===== src/hdl/skf_pkg.sv =====
package skf_pkg;

	// field widths fixed by the item format
	localparam int WEIGHT_W = 20;
	localparam int TOL_W    = 12;
	localparam int DIM_W    = 5;
	localparam int FIDX_W   = 3;
	localparam int Q_ONE    = 4096;
	localparam int CFG_W    = 12;
	localparam int CFG_IDX_W = 2;

	// configuration register indexes
	localparam logic [CFG_IDX_W-1:0] REG_WIDTH  = 2'd0;
	localparam logic [CFG_IDX_W-1:0] REG_HEIGHT = 2'd1;
	localparam logic [CFG_IDX_W-1:0] REG_TOL    = 2'd2;

	localparam logic signed [WEIGHT_W-1:0] F_MAX = 20'sh7FFFF;
	localparam logic signed [WEIGHT_W-1:0] F_MIN = 20'sh80000;

	typedef logic signed [WEIGHT_W-1:0] weight_t;

	typedef struct packed {
		logic [DIM_W-1:0] width;
		logic [DIM_W-1:0] height;
		logic [TOL_W-1:0] tol;
	} cfg_t;

	// front to back: a full kernel sits in the store
	typedef struct packed {
		logic valid;
	} job_t;

	// back to front
	typedef struct packed {
		logic take;
		logic busy;
	} back_stat_t;

	typedef enum logic [3:0] {
		B_IDLE,
		B_SCAN_RD,
		B_SCAN_CHK,
		B_ROW_RD,
		B_ROW_WR,
		B_COL_RD,
		B_COL_DIV,
		B_DIV,
		B_CHK_RD,
		B_CHK_MUL,
		B_CHK_CMP,
		B_EMIT
	} back_state_t;

	function automatic logic [WEIGHT_W-1:0] mag20(input logic signed [WEIGHT_W-1:0] v);
		logic [WEIGHT_W-1:0] u;
		u = v;
		return v[WEIGHT_W-1] ? (~u + 1'b1) : u;
	endfunction

endpackage


===== src/hdl/skf_in_if.sv =====
interface skf_in_if;
	logic                     valid;
	logic                     ready;
	logic signed [19:0]       weight;

	modport source (output valid, output weight, input ready);
	modport sink   (input valid, input weight, output ready);
endinterface


===== src/hdl/skf_out_if.sv =====
interface skf_out_if;
	logic                     valid;
	logic                     ready;
	logic                     separable;
	logic                     which_factor;
	logic [2:0]               factor_index;
	logic signed [19:0]       factor_value;
	logic                     last;

	modport source (output valid, output separable, output which_factor,
		output factor_index, output factor_value, output last, input ready);
	modport sink   (input valid, input separable, input which_factor,
		input factor_index, input factor_value, input last, output ready);
endinterface


===== src/hdl/skf_ram.sv =====
module skf_ram #(
	parameter int WIDTH = 20,
	parameter int DEPTH = 64
) (
	input  logic                             clk,
	input  logic                             we,
	input  logic [(DEPTH>1?$clog2(DEPTH):1)-1:0] waddr,
	input  logic [WIDTH-1:0]                 wdata,
	input  logic [(DEPTH>1?$clog2(DEPTH):1)-1:0] raddr,
	output logic [WIDTH-1:0]                 rdata
);
	logic [WIDTH-1:0] mem_q [DEPTH];

	// one write port, registered read
	always_ff @(posedge clk) begin
		if (we) begin
			mem_q[waddr] <= wdata;
		end
		rdata <= mem_q[raddr];
	end
endmodule


===== src/hdl/skf_front.sv =====
module skf_front #(
	parameter int MAX_DIM = 8
) (
	input  logic                 clk,
	input  logic                 arst_n,
	skf_in_if.sink               in_ch,
	input  skf_pkg::cfg_t        cfg,
	input  logic                 cfg_clr,
	input  skf_pkg::back_stat_t  bstat,
	output skf_pkg::job_t        job,
	output logic                 we,
	output logic [(MAX_DIM*MAX_DIM>1?$clog2(MAX_DIM*MAX_DIM):1)-1:0] waddr,
	output logic [skf_pkg::WEIGHT_W-1:0] wdata
);
	localparam int DEPTH = MAX_DIM * MAX_DIM;
	localparam int AW = (DEPTH > 1) ? $clog2(DEPTH) : 1;
	localparam int CW = $clog2(DEPTH + 1);

	logic [CW-1:0] count_q;
	logic          pend_q;
	logic [CW-1:0] total;
	logic          acc;

	assign total = CW'(cfg.width * cfg.height);
	assign in_ch.ready = !pend_q && !bstat.busy;
	assign acc = in_ch.valid && in_ch.ready;

	assign we    = acc;
	assign waddr = count_q[AW-1:0];
	assign wdata = in_ch.weight;
	assign job.valid = pend_q;

	// load counter and one-deep job queue
	always_ff @(posedge clk or negedge arst_n) begin
		if (!arst_n) begin
			count_q <= '0;
			pend_q  <= 1'b0;
		end else begin
			if (bstat.take) begin
				pend_q <= 1'b0;
			end
			if (cfg_clr) begin
				count_q <= '0;
			end else if (acc) begin
				if (count_q + 1'b1 == total) begin
					count_q <= '0;
					pend_q  <= 1'b1;
				end else begin
					count_q <= count_q + 1'b1;
				end
			end
		end
	end
endmodule


===== src/hdl/skf_back.sv =====
module skf_back #(
	parameter int MAX_DIM = 8
) (
	input  logic                 clk,
	input  logic                 arst_n,
	input  skf_pkg::cfg_t        cfg,
	input  skf_pkg::job_t        job,
	output skf_pkg::back_stat_t  bstat,
	output logic [(MAX_DIM*MAX_DIM>1?$clog2(MAX_DIM*MAX_DIM):1)-1:0] raddr,
	input  logic [skf_pkg::WEIGHT_W-1:0] rdata,
	skf_out_if.source            out_ch
);
	localparam int DEPTH = MAX_DIM * MAX_DIM;
	localparam int AW = (DEPTH > 1) ? $clog2(DEPTH) : 1;
	localparam int CW = $clog2(DEPTH + 1);
	localparam int RW = (MAX_DIM > 1) ? $clog2(MAX_DIM) : 1;
	localparam int WW = skf_pkg::WEIGHT_W;
	localparam int DW = skf_pkg::DIM_W;
	localparam int QW = 33;
	localparam int QCW = $clog2(QW + 1);

	skf_pkg::back_state_t st_q, st_d;

	logic [AW-1:0]            ptr_q;
	logic [DW-1:0]            row_q, col_q, px_q;
	logic signed [WW-1:0]     pivot_q;
	skf_pkg::weight_t         hz_q [MAX_DIM];
	skf_pkg::weight_t         vf_q [MAX_DIM];
	logic                     sep_q, which_q;
	logic [DW-1:0]            eidx_q;
	// divider
	logic [QW-1:0]            num_q, quo_q;
	logic [WW+1:0]            rem_q;
	logic [WW:0]              den_q;
	logic                     neg_q;
	logic [QCW-1:0]           bit_q;
	// match test
	logic signed [2*WW-1:0]   prod_q;
	logic [31:0]              lim_q;
	logic signed [WW-1:0]     a_q;

	logic [CW-1:0]            total;
	logic                     ptr_last;
	logic                     col_last, row_last;
	skf_pkg::weight_t         a_in;
	logic [WW-1:0]            a_mag, p_mag;
	logic [RW-1:0]            vidx;
	logic [WW+1:0]            rem_sh;
	logic                     rem_ge;
	logic [QW-1:0]            quo_nx;
	skf_pkg::weight_t         div_res;
	logic signed [2*WW:0]     diff;
	logic [2*WW:0]            diff_mag;
	logic                     emit_last;
	logic [31:0]              num_init;

	assign total    = CW'(cfg.width * cfg.height);
	assign ptr_last = (CW'(ptr_q) == total - 1'b1);
	assign col_last = (col_q == cfg.width - 1'b1);
	assign row_last = (row_q == cfg.height - 1'b1);
	assign a_in     = rdata;
	assign a_mag    = skf_pkg::mag20(a_in);
	assign p_mag    = skf_pkg::mag20(pivot_q);
	assign vidx     = (st_q == skf_pkg::B_EMIT) ? eidx_q[RW-1:0] : row_q[RW-1:0];
	assign num_init = {a_mag, 12'b0};

	// restoring divider step
	assign rem_sh = {rem_q[WW:0], num_q[QW-1]};
	assign rem_ge = (rem_sh >= {1'b0, den_q});
	assign quo_nx = {quo_q[QW-2:0], rem_ge};

	// sign and saturation of the finished quotient
	always_comb begin
		if (neg_q) begin
			div_res = (quo_nx > QW'(524288)) ? skf_pkg::F_MIN : WW'(~quo_nx[WW-1:0] + 1'b1);
		end else begin
			div_res = (quo_nx > QW'(524287)) ? skf_pkg::F_MAX : quo_nx[WW-1:0];
		end
	end

	// factor product error
	assign diff     = (2*WW+1)'($signed({a_q, 12'b0})) - (2*WW+1)'(prod_q);
	assign diff_mag = diff[2*WW] ? (~diff + 1'b1) : diff;

	assign emit_last = !sep_q || (which_q && eidx_q == cfg.width - 1'b1);

	// output payload from held registers
	assign out_ch.valid        = (st_q == skf_pkg::B_EMIT);
	assign out_ch.separable    = sep_q;
	assign out_ch.which_factor = sep_q && which_q;
	assign out_ch.factor_index = sep_q ? eidx_q[2:0] : 3'd0;
	assign out_ch.factor_value = !sep_q ? '0 : (which_q ? hz_q[vidx] : vf_q[vidx]);
	assign out_ch.last         = emit_last;

	assign bstat.take = (st_q == skf_pkg::B_IDLE) && job.valid;
	assign bstat.busy = (st_q != skf_pkg::B_IDLE) && (st_q != skf_pkg::B_EMIT);

	// store read address
	always_comb begin
		raddr = ptr_q;
	end

	// next state
	always_comb begin
		st_d = st_q;
		case (st_q)
			skf_pkg::B_IDLE:     if (job.valid) st_d = skf_pkg::B_SCAN_RD;
			skf_pkg::B_SCAN_RD:  st_d = skf_pkg::B_SCAN_CHK;
			skf_pkg::B_SCAN_CHK: begin
				if (a_mag > WW'(cfg.tol)) st_d = skf_pkg::B_ROW_RD;
				else if (ptr_last) st_d = skf_pkg::B_EMIT;
				else st_d = skf_pkg::B_SCAN_RD;
			end
			skf_pkg::B_ROW_RD:   st_d = skf_pkg::B_ROW_WR;
			skf_pkg::B_ROW_WR:   st_d = col_last ? skf_pkg::B_COL_RD : skf_pkg::B_ROW_RD;
			skf_pkg::B_COL_RD:   st_d = skf_pkg::B_COL_DIV;
			skf_pkg::B_COL_DIV:  st_d = skf_pkg::B_DIV;
			skf_pkg::B_DIV: begin
				if (bit_q == QCW'(1)) st_d = row_last ? skf_pkg::B_CHK_RD : skf_pkg::B_COL_RD;
			end
			skf_pkg::B_CHK_RD:   st_d = skf_pkg::B_CHK_MUL;
			skf_pkg::B_CHK_MUL:  st_d = skf_pkg::B_CHK_CMP;
			skf_pkg::B_CHK_CMP: begin
				if (diff_mag > (2*WW+1)'(lim_q)) st_d = skf_pkg::B_EMIT;
				else if (ptr_last) st_d = skf_pkg::B_EMIT;
				else st_d = skf_pkg::B_CHK_RD;
			end
			skf_pkg::B_EMIT:     if (out_ch.ready && emit_last) st_d = skf_pkg::B_IDLE;
			default:             st_d = skf_pkg::B_IDLE;
		endcase
	end

	always_ff @(posedge clk or negedge arst_n) begin
		if (!arst_n) begin
			st_q <= skf_pkg::B_IDLE;
		end else begin
			st_q <= st_d;
		end
	end

	// datapath registers
	always_ff @(posedge clk) begin
		case (st_q)
			skf_pkg::B_IDLE: begin
				ptr_q <= '0;
				col_q <= '0;
				row_q <= '0;
			end
			skf_pkg::B_SCAN_CHK: begin
				if (a_mag > WW'(cfg.tol)) begin
					pivot_q <= a_in;
					px_q    <= col_q;
					ptr_q   <= ptr_q - AW'(col_q);
					col_q   <= '0;
				end else if (ptr_last) begin
					// no pivot: unit column, zero row
					for (int k = 0; k < MAX_DIM; k++) begin
						vf_q[k] <= WW'(skf_pkg::Q_ONE);
						hz_q[k] <= '0;
					end
					sep_q   <= 1'b1;
					which_q <= 1'b0;
					eidx_q  <= '0;
				end else begin
					ptr_q <= ptr_q + 1'b1;
					col_q <= col_last ? '0 : col_q + 1'b1;
				end
			end
			skf_pkg::B_ROW_WR: begin
				hz_q[col_q[RW-1:0]] <= a_in;
				if (col_last) begin
					ptr_q <= AW'(px_q);
					row_q <= '0;
				end else begin
					ptr_q <= ptr_q + 1'b1;
					col_q <= col_q + 1'b1;
				end
			end
			skf_pkg::B_COL_DIV: begin
				num_q <= {num_init, 1'b0} + QW'(p_mag);
				den_q <= {p_mag, 1'b0};
				rem_q <= '0;
				quo_q <= '0;
				neg_q <= a_in[WW-1] ^ pivot_q[WW-1];
				bit_q <= QCW'(QW);
			end
			skf_pkg::B_DIV: begin
				rem_q <= rem_ge ? (rem_sh - {1'b0, den_q}) : rem_sh;
				quo_q <= quo_nx;
				num_q <= {num_q[QW-2:0], 1'b0};
				bit_q <= bit_q - 1'b1;
				if (bit_q == QCW'(1)) begin
					vf_q[row_q[RW-1:0]] <= div_res;
					if (row_last) begin
						ptr_q <= '0;
						row_q <= '0;
						col_q <= '0;
					end else begin
						row_q <= row_q + 1'b1;
						ptr_q <= ptr_q + AW'(cfg.width);
					end
				end
			end
			skf_pkg::B_CHK_MUL: begin
				a_q    <= a_in;
				prod_q <= vf_q[vidx] * hz_q[col_q[RW-1:0]];
				lim_q  <= cfg.tol * (32'(skf_pkg::Q_ONE) + 32'(a_mag));
			end
			skf_pkg::B_CHK_CMP: begin
				sep_q   <= 1'b1;
				which_q <= 1'b0;
				eidx_q  <= '0;
				if (diff_mag > (2*WW+1)'(lim_q)) begin
					sep_q <= 1'b0;
				end else if (!ptr_last) begin
					ptr_q <= ptr_q + 1'b1;
					if (col_last) begin
						col_q <= '0;
						row_q <= row_q + 1'b1;
					end else begin
						col_q <= col_q + 1'b1;
					end
				end
			end
			skf_pkg::B_EMIT: begin
				if (out_ch.ready && !emit_last) begin
					if (!which_q && eidx_q == cfg.height - 1'b1) begin
						which_q <= 1'b1;
						eidx_q  <= '0;
					end else begin
						eidx_q <= eidx_q + 1'b1;
					end
				end
			end
			default: begin
			end
		endcase
	end
endmodule


===== src/hdl/separable_kernel_factorizer_core.sv =====
// weights are taken one per cycle unless a full kernel waits or the decision pass is busy;
// the last weight of a kernel starts the decision pass: a pivot scan, a pivot-row copy,
// the vertical factor divider per row (one quotient bit a cycle), and the weight check
// results then leave one per cycle while ready is high; the next kernel loads while results drain
// async reset clears control state; registers return to width 3, height 3, tolerance 4
module separable_kernel_factorizer_core #(
	parameter int MAX_DIM = 8
) (
	input  logic                           clk,
	input  logic                           arst_n,
	skf_in_if.sink                         in_ch,
	skf_out_if.source                      out_ch,
	input  logic                           cfg_we,
	input  logic [skf_pkg::CFG_IDX_W-1:0]  cfg_index,
	input  logic [skf_pkg::CFG_W-1:0]      cfg_data
);
	localparam int DEPTH = MAX_DIM * MAX_DIM;
	localparam int AW = (DEPTH > 1) ? $clog2(DEPTH) : 1;
	localparam int DW = skf_pkg::DIM_W;

	skf_pkg::cfg_t       cfg_q;
	skf_pkg::job_t       job;
	skf_pkg::back_stat_t bstat;
	logic                cfg_clr;
	logic                we;
	logic [AW-1:0]       waddr, raddr;
	logic [skf_pkg::WEIGHT_W-1:0] wdata, rdata;
	logic [DW-1:0]       dim_in;

	// size clamp to 1..MAX_DIM
	always_comb begin
		dim_in = DW'(cfg_data[3:0]);
		if (dim_in == '0) dim_in = DW'(1);
		else if (dim_in > DW'(MAX_DIM)) dim_in = DW'(MAX_DIM);
	end

	assign cfg_clr = cfg_we && (cfg_index == skf_pkg::REG_WIDTH ||
		cfg_index == skf_pkg::REG_HEIGHT);

	// configuration registers
	always_ff @(posedge clk or negedge arst_n) begin
		if (!arst_n) begin
			cfg_q.width  <= DW'(3);
			cfg_q.height <= DW'(3);
			cfg_q.tol    <= 12'd4;
		end else if (cfg_we) begin
			case (cfg_index)
				skf_pkg::REG_WIDTH:  cfg_q.width  <= dim_in;
				skf_pkg::REG_HEIGHT: cfg_q.height <= dim_in;
				skf_pkg::REG_TOL:    cfg_q.tol    <= cfg_data;
				default: begin
				end
			endcase
		end
	end

	skf_front #(.MAX_DIM(MAX_DIM)) u_front (
		.clk    (clk),
		.arst_n (arst_n),
		.in_ch  (in_ch),
		.cfg    (cfg_q),
		.cfg_clr(cfg_clr),
		.bstat  (bstat),
		.job    (job),
		.we     (we),
		.waddr  (waddr),
		.wdata  (wdata)
	);

	skf_ram #(.WIDTH(skf_pkg::WEIGHT_W), .DEPTH(DEPTH)) u_store (
		.clk   (clk),
		.we    (we),
		.waddr (waddr),
		.wdata (wdata),
		.raddr (raddr),
		.rdata (rdata)
	);

	skf_back #(.MAX_DIM(MAX_DIM)) u_back (
		.clk    (clk),
		.arst_n (arst_n),
		.cfg    (cfg_q),
		.job    (job),
		.bstat  (bstat),
		.raddr  (raddr),
		.rdata  (rdata),
		.out_ch (out_ch)
	);
endmodule


===== src/flat_wrapper.sv =====
// flat-port wrapper written by rule: the top's interface ports become plain ports
module separable_kernel_factorizer_core_flat 
#(
	parameter int MAX_DIM = 8
)
  (clk, arst_n, cfg_we, cfg_index, cfg_data, in_ch_valid, in_ch_weight, in_ch_ready, out_ch_valid, out_ch_separable, out_ch_which_factor, out_ch_factor_index, out_ch_factor_value, out_ch_last, out_ch_ready);
  skf_in_if in_ch_i ();
  skf_out_if out_ch_i ();
  input  logic clk;
  input  logic arst_n;
  input  logic cfg_we;
  input  logic [skf_pkg::CFG_IDX_W-1:0] cfg_index;
  input  logic [skf_pkg::CFG_W-1:0] cfg_data;
  input wire logic [$bits(in_ch_i.valid)-1:0] in_ch_valid;
  input wire logic [$bits(in_ch_i.weight)-1:0] in_ch_weight;
  output wire logic [$bits(in_ch_i.ready)-1:0] in_ch_ready;
  output wire logic [$bits(out_ch_i.valid)-1:0] out_ch_valid;
  output wire logic [$bits(out_ch_i.separable)-1:0] out_ch_separable;
  output wire logic [$bits(out_ch_i.which_factor)-1:0] out_ch_which_factor;
  output wire logic [$bits(out_ch_i.factor_index)-1:0] out_ch_factor_index;
  output wire logic [$bits(out_ch_i.factor_value)-1:0] out_ch_factor_value;
  output wire logic [$bits(out_ch_i.last)-1:0] out_ch_last;
  input wire logic [$bits(out_ch_i.ready)-1:0] out_ch_ready;
  assign in_ch_i.valid = in_ch_valid;
  assign in_ch_i.weight = in_ch_weight;
  assign in_ch_ready = in_ch_i.ready;
  assign out_ch_valid = out_ch_i.valid;
  assign out_ch_separable = out_ch_i.separable;
  assign out_ch_which_factor = out_ch_i.which_factor;
  assign out_ch_factor_index = out_ch_i.factor_index;
  assign out_ch_factor_value = out_ch_i.factor_value;
  assign out_ch_last = out_ch_i.last;
  assign out_ch_i.ready = out_ch_ready;
  separable_kernel_factorizer_core #(.MAX_DIM(MAX_DIM)) u_core (.clk(clk), .arst_n(arst_n), .in_ch(in_ch_i), .out_ch(out_ch_i), .cfg_we(cfg_we), .cfg_index(cfg_index), .cfg_data(cfg_data));
endmodule

===== config.mk =====
export PLATFORM = sky130hd
export DESIGN_NAME = separable_kernel_factorizer_core_flat
export DESIGN_NICKNAME = d
export VERILOG_FILES = /design/src/hdl/skf_pkg.sv /design/src/hdl/skf_in_if.sv /design/src/hdl/skf_out_if.sv /design/src/hdl/skf_ram.sv /design/src/hdl/skf_front.sv /design/src/hdl/skf_back.sv /design/src/hdl/separable_kernel_factorizer_core.sv /design/src/flat_wrapper.sv
export SDC_FILE = /design/constraint.sdc
export NUM_CORES = 2
export LEC_CHECK = 0
export ABC_AREA = 1
export BUFFER_PORTS_ARGS = -buffer_cell sky130_fd_sc_hd__buf_2
export CORE_ASPECT_RATIO = 0.75
export CORE_UTILIZATION = 35
export DETAILED_ROUTE_END_ITERATION = 8
export GPL_ROUTABILITY_DRIVEN = 0
export SLEW_MARGIN = 10
export SYNTH_ARGS = -nofsm -noshare
export SYNTH_HDL_FRONTEND = slang
export SYNTH_HIERARCHICAL = 1
export SYNTH_SLANG_ARGS = --single-unit

===== constraint.sdc =====
create_clock -name clk -period 7.6 [get_ports clk]
set_input_delay 0.38 -clock clk [delete_from_list [all_inputs] [get_ports clk]]
set_output_delay 0.38 -clock clk [all_outputs]
set_load 0.005 [all_outputs]

**Word level (Yosys, flattened, before mapping)**

Memory sizes are Yosys's and may differ from the RTL's. A register that Yosys moved wholly into a read port is not among the register bits.
Index checks and enable logic that the tools add are counted.

- Add/subtract/negate cells: 19
- Bitwise operators: 5
- Mux-type cells: 88
- Reduce and logical (&&, ||, !) cells: 40
- Multipliers: 3
- Equality and inequality tests: 34
- Order comparisons: 6

Operator list:

| kind | count |
|---|---|
| 20-bit two-way mux | 9 |
| 5-bit two-way mux | 17 |
| 33-bit case mux with 2 select lines | 1 |
| 32-bit case mux with 2 select lines | 1 |
| 20-bit by 1-bit adder with 20-bit output (second input constant) | 3 |
| 20-bit NOT | 3 |
| 4-bit case mux with 12 select lines | 1 |
| 21-bit case mux with 2 select lines | 1 |
| 41-bit by 1-bit adder with 41-bit output (second input constant) | 1 |
| 41-bit by 32-bit greater-than comparator with 1-bit output | 1 |
| 41-bit two-way mux | 1 |
| 41-bit NOT | 1 |
| 32-bit by 40-bit subtractor with 41-bit output | 1 |
| 20-bit by 20-bit multiplier with 40-bit output | 1 |
| 20-bit OR reduction | 2 |
| 6-bit two-way mux | 6 |
| 33-bit by 20-bit adder with 33-bit output | 1 |
| 33-bit by 19-bit greater-than comparator with 1-bit output (second input constant) | 1 |
| 33-bit by 20-bit greater-than comparator with 1-bit output (second input constant) | 1 |
| 12-bit by 21-bit multiplier with 32-bit output | 1 |
| 4-bit two-way mux | 8 |
| 6-bit case mux with 5 select lines | 1 |
| 5-bit case mux with 5 select lines | 1 |
| 1-bit two-way mux | 24 |
| 51 further kinds | 107 |

- Output and inout port bits: 28
- Bits of input ports: 39
- Memories: 3
- Flip-flop bits (word level): 287
- RAM bits: 1600

Memory list:

| memory | depth | bits a word | rd ports | clocked after Yosys merged registers in | wr ports | line | text |
|---|---|---|---|---|---|---|---|
| u_core.u_store.mem_q | 64 | 20 | 1 | 1 | 1 | skf_ram.sv:12 | `logic [WIDTH-1:0] mem_q [DEPTH];` |
| u_core.u_back.hz_q | 8 | 20 | 2 | 1 | 8 | skf_back.sv:27 | `skf_pkg::weight_t hz_q [MAX_DIM];` |
| u_core.u_back.vf_q | 8 | 20 | 1 | 0 | 8 | skf_back.sv:28 | `skf_pkg::weight_t vf_q [MAX_DIM];` |

**Logic depth before layout (Yosys ltp)**

- Depth in word-level cells: 8
- Mapped depth: 44
- Gate-level depth less buffers: 42

**Hierarchy**

The synthesis kept the hierarchy.

Modules (own cells, without submodules):

| module | seq. area each (µm²) | instances | area each (µm²) | cells an instance |
|---|---|---|---|---|
| skf_back | 17366.7 | 1 | 57757.9 | 6947 |
| skf_ram | 38837.2 | 1 | 52123.7 | 4373 |
| skf_front | 200.2 | 1 | 1488.9 | 246 |
| separable_kernel_factorizer_core | 506.7 | 1 | 877.1 | 90 |

**Worst setup path after synthesis**

OpenSTA, ideal clock, no wires.

- Path kind: register to register
- Start point: register u_core.u_back.st_q[3]
- End point: register u_core.u_back.prod_q[38] (data pin)
- Library setup time: 0.258 ns
- Path slack: -0.817 ns
- Buffers on the path: 2
- Data arrival time: 8.159 ns
- Required time: 7.342 ns
- Cell stages (with the launch flop): 39
- Cell sequence: dfrtp_1 inv_1 nor2_1 inv_2 nor2_4 inv_2 nand2_1 o21ai_2 inv_2 clkbuf_1 nand3_1 nand2_1 nand2_1 o21ai_1 buf_2 nor2_1 fa_1 inv_1 (+3 left out) inv_1 fa_1 inv_1 fa_1 fa_1 inv_1 fa_1 inv_1 ha_1 nand2_1 nor4_1 nand2_1 o21ai_0 nand3_1 nand2_1 nand4_1 nand3_1 xor2_1

- Longest elaborated chain between the ends: 4

RTL lines:

| element | line | text |
|---|---|---|
| start: declaration | skf_back.sv:22 | `skf_pkg::back_state_t st_q, st_d;` |
| start signal: assignment | skf_back.sv:135 | `st_q <= skf_pkg::B_IDLE;` |
| start signal: assignment | skf_back.sv:137 | `st_q <= st_d;` |
| 4-bit == test | - |  |
| net out_ch_valid | flat_wrapper.sv:17 | `output wire logic [$bits(out_ch_i.valid)-1:0] out_ch_valid;` |
| 3-bit two-way mux | skf_back.sv:64 | `assign vidx = (st_q == skf_pkg::B_EMIT) ? eidx_q[RW-1:0] : row_q[RW-1:0];` |
| memory 8 x 20 bit | - |  |
| 20-bit by 20-bit multiplier with 40-bit output | skf_back.sv:206 | `prod_q <= vf_q[vidx] * hz_q[col_q[RW-1:0]];` |
| end signal: assignment | skf_back.sv:206 |  |
| end: declaration | skf_back.sv:38 | `logic signed [2*WW-1:0] prod_q;` |

The timed path passes the listed nets, and every way through them passes these cells.
A chain may end at the register's enable or synchronous reset.

**Final worst setup path**

- Start point: register u_core.u_back.st_q[2]
- End point: register u_core.u_back.prod_q[39] (data pin)

- Longest elaborated chain between the ends: 4

RTL lines:

| element | line |
|---|---|
| 4-bit == test | skf_back.sv:64 |
| 3-bit two-way mux | skf_back.sv:64 |
| memory 8 x 20 bit | - |
| 20-bit by 20-bit multiplier with 40-bit output | skf_back.sv:206 |

Every way passes these cells.

==> results.cfg <==
[run_status]
status = complete, but fails checks
violations = negative setup slack

[logic_synthesis]
ys_ff_latch = 1908
netlist_instances = 11656
netlist_area_sq_um = 112000
yosysTopAreaCell = edfxtp_1
synth_edf_count = 1853
ys_top_cells_by_area = edfxtp_1, fa_1, nand2_1
yosysWarnings = 6
synth-compound-area-share_pct = 3.70
synth_top_family_by_area = simple AND/OR/NAND/NOR gates
ys_seq_area_share_pct = 50.7
avgSynthCellArea_sq_um = 9.63
synthAdderAreaFrac_pct = 14.9
yosys.area_share.simple_pct = 21.9
yosysTopAreaCellShare_pct = 49.6
synth_cell_types = 70
ys.flop_type = edfxtp_1
synthMuxAreaShare_pct = 0
synthXorXnorAreaFrac_pct = 1.71
ys_async_sr_fraction_pct = 1.68

[clocking]
worstSkewPairLatency_ns = 0.92
cts.sinks = 1908
clkTransAtPathRegs_ns = 0.07
h-tree-depth = 4
clk_path_buf_depth = 4
cts-root-buf = clkbuf_16
cts_tree = yes
numCtsBuffers = 201

[detailed_routing]
postRouteAntennaNets = 0
wl_per_cell_um = 20.6
first_iter_violations = 9341
firstDrtPassIters = 6
drc_errors = 0
viasPerCell = 5.12
vias = 84539
drt-total-wl_um = 340000

[critical_path]
cp_common_cell = inv_2
crit_buf_inv = 14
reg2reg_setup_slack_ns = -0.33
worst_path_largest_cell_delay_ns = 0.56
crit_fanout = 7
cp.arrival_ns = 8.49
startpoint_type = flop
crit_type = reg2reg
crit_slowest_cell = fa_2
end_kind = flop
required_ns = 8.15
crit_family = adder cells

[global_routing]
grt_max_degree = 179
grt_pass1_vias = 80497
antenna_found_initial = 16
grt_pass1_wl_um = 512000
grt_overflow = 0
grt_use_total_pct = 20.6

[die]
die_w_um = 656
num_rows = 179
coreArea_sq_um = 318000
die-area_sq_um = 323000
io_pins = 67
start_util_pct = 35.3
die-height_um = 492

[sta]
rsz0062_at_grt = yes
fmax_mhz = 126
setup_slack_ns = -0.333
hold_viol = 0
final-setup-viol-count = 20
worst_slew_pin_slew_ns = 1.35
skew_ns = 0.136
period_share_pct = 104
drv_slew = 0
relSlewSlack_pct = 9.43
period_minus_slack_ns = 7.93

[cells_and_area]
final_cell_mix = nand2_1, edfxtp_1, nand3_1, inv_1, nor2_1
nNetsFinal = 13103
fin_area_sq_um = 130000
num-fill-cells = 30718
drive_gt1_share_pct = 12.7
area_delta_synth_final_pct = 16.1
final_common_cell = nand2_1

[place]
place_ws_ns = -0.713
hpwlAfterDp_um = 224000
port_buffers = 66
placed_area_sq_um = 121000

[hold_path]
holdCritPathClass = in2reg

[run]
drv_cap = 0
==> registers in the layout (all words and copies together) (netlist names), 5 cells and up, named ones only <==
| name | count |
|---|---|
| u_core/u_back/vf_q | 160 |
| u_core/cfg_q | 20 |
| u_core/u_back/lim_q | 32 |
| u_core/u_back/px_q | 5 |
| u_core/u_back/raddr | 6 |
| u_core/u_back/bit_q | 6 |
| u_core/u_back/rem_q | 21 |
| u_core/u_back/num_q | 33 |
| u_core/u_back/eidx_q | 5 |
| u_core/u_back/quo_q | 32 |
| u_core/u_back/col_q | 5 |
| u_core/u_back/pivot_q | 20 |
| u_core/u_back/a_q | 20 |
| u_core/u_back/row_q | 5 |
| u_core/u_store/rdata | 20 |
| u_core/u_front/count_q | 7 |
| u_core/u_back/hz_q | 160 |
| u_core/u_store/mem_q | 1280 |
| u_core/u_back/prod_q | 40 |
| u_core/u_back/den_q | 20 |
==> per-layer routing <==
metal,wire length [um],vias up,global-route usage [%]
met5,38,-,0
met3,34200,482,4.36
met2,142000,3679,29.8
li1,-,39070,-
met4,10200,6,6.11
met1,154000,41302,31.0
==> Yosys cell counts, types with 9 or more instances <==
master	count
a211oi_1	10
a21o_1	9
a21oi_1	272
a221oi_1	13
a311oi_1	15
a31oi_1	28
a32o_1	27
buf_1	38
buf_2	204
buf_4	60
clkbuf_1	254
clkinv_1	28
dfrtp_1	27
dfxtp_1	23
edfxtp_1	1853
fa_1	630
ha_1	332
inv_1	1363
inv_2	22
nand2_1	3246
nand2_2	14
nand3_1	1421
nand3b_1	14
nand4_1	63
nor2_1	996
nor2_2	21
nor3_1	50
nor4_1	21
o21a_1	10
o21ai_0	196
o21ai_1	29
o21ai_2	17
o21bai_1	9
o221ai_1	23
o31ai_1	12
xnor2_1	73
xor2_1	144
==> cell type report <==
class | count | area (sq um) | area share [%]
repair buffers | 777 | 6970 | 5.35
repair inverters | 1 | 8.76 | 0.00672
clock buffers | 250 | 5310 | 4.07
multi-input cells | 7800 | 49300 | 37.9
diodes | 10 | 25.0 | 0.0192
flip-flops and latches | 1908 | 56900 | 43.7
well taps | 4253 | 5320 | 4.08
clock inverters | 109 | 1040 | 0.795
inverters | 1413 | 5380 | 4.13
==> final timing paths <==
check	from	to	cells after the start
worst max-delay path	u_core/u_back/st_q[2]	u_core/u_back/prod_q[39]	42
worst max register to register	u_core/u_back/st_q[2]	u_core/u_back/prod_q[39]	42
worst min register to register	u_core/u_front/count_q[6]	u_core/u_front/count_q[6]	2
min in group asynchronous	arst_n	u_core/u_front/job	3
worst min-delay path	cfg_index[1]	u_core/cfg_q[15]	4
max in group asynchronous	arst_n	u_core/cfg_q[1]	3
==> worst reg2reg max path: cells and delay by family (launching register included) <==
kind	cells	cell delay, ns
AOI/OAI and AO/OA	6	0.76
xor gates and xnor gates	1	0.15
adders and majority gates	8	3.93
buffers and inverters	14	1.25
DFF	1	0.41
and+or+nand+nor	13	1.17
==> logic make-up (layout without fill, tap and decap cells) <==
group / Yosys count / after routing
DFF: 1908 / 1908
buffers and inverters: 1972 / 2550
other: 3 / 37
xor gates and xnor gates: 218 / 218
and+or+nand+nor: 5891 / 5891
adders and majority gates: 962 / 962
AOI/OAI and AO/OA: 702 / 702
==> through the flow <==
step / hold slack [ns] / cells / util (%) / setup TNS [ns]
after floorplan: 0.0844 / 11680 / - / 0
after global placement: 0.490 / 16038 / 38.1 / -8.02
after detailed placement: 0.494 / 16038 / 38.1 / -8.37
after CTS: 0.0265 / 16475 / 40.6 / -2.45
after global routing: 0.0815 / 16512 / 41.0 / -11.29
final: 0.104 / 16521 / 41.0 / -3.97
==> repair_timing <==
item	CTS	global route
endpoints found under the hold margin	51	0
resized for setup	205	199
pin swaps	114	187
gates cloned	8	4
buffers inserted	52	37
endpoints found under the setup margin	22	36
hold buffers	19	0
Power is not shown: default switching activity piles up to over one toggle a cycle in this logic, so the estimate is an artifact.
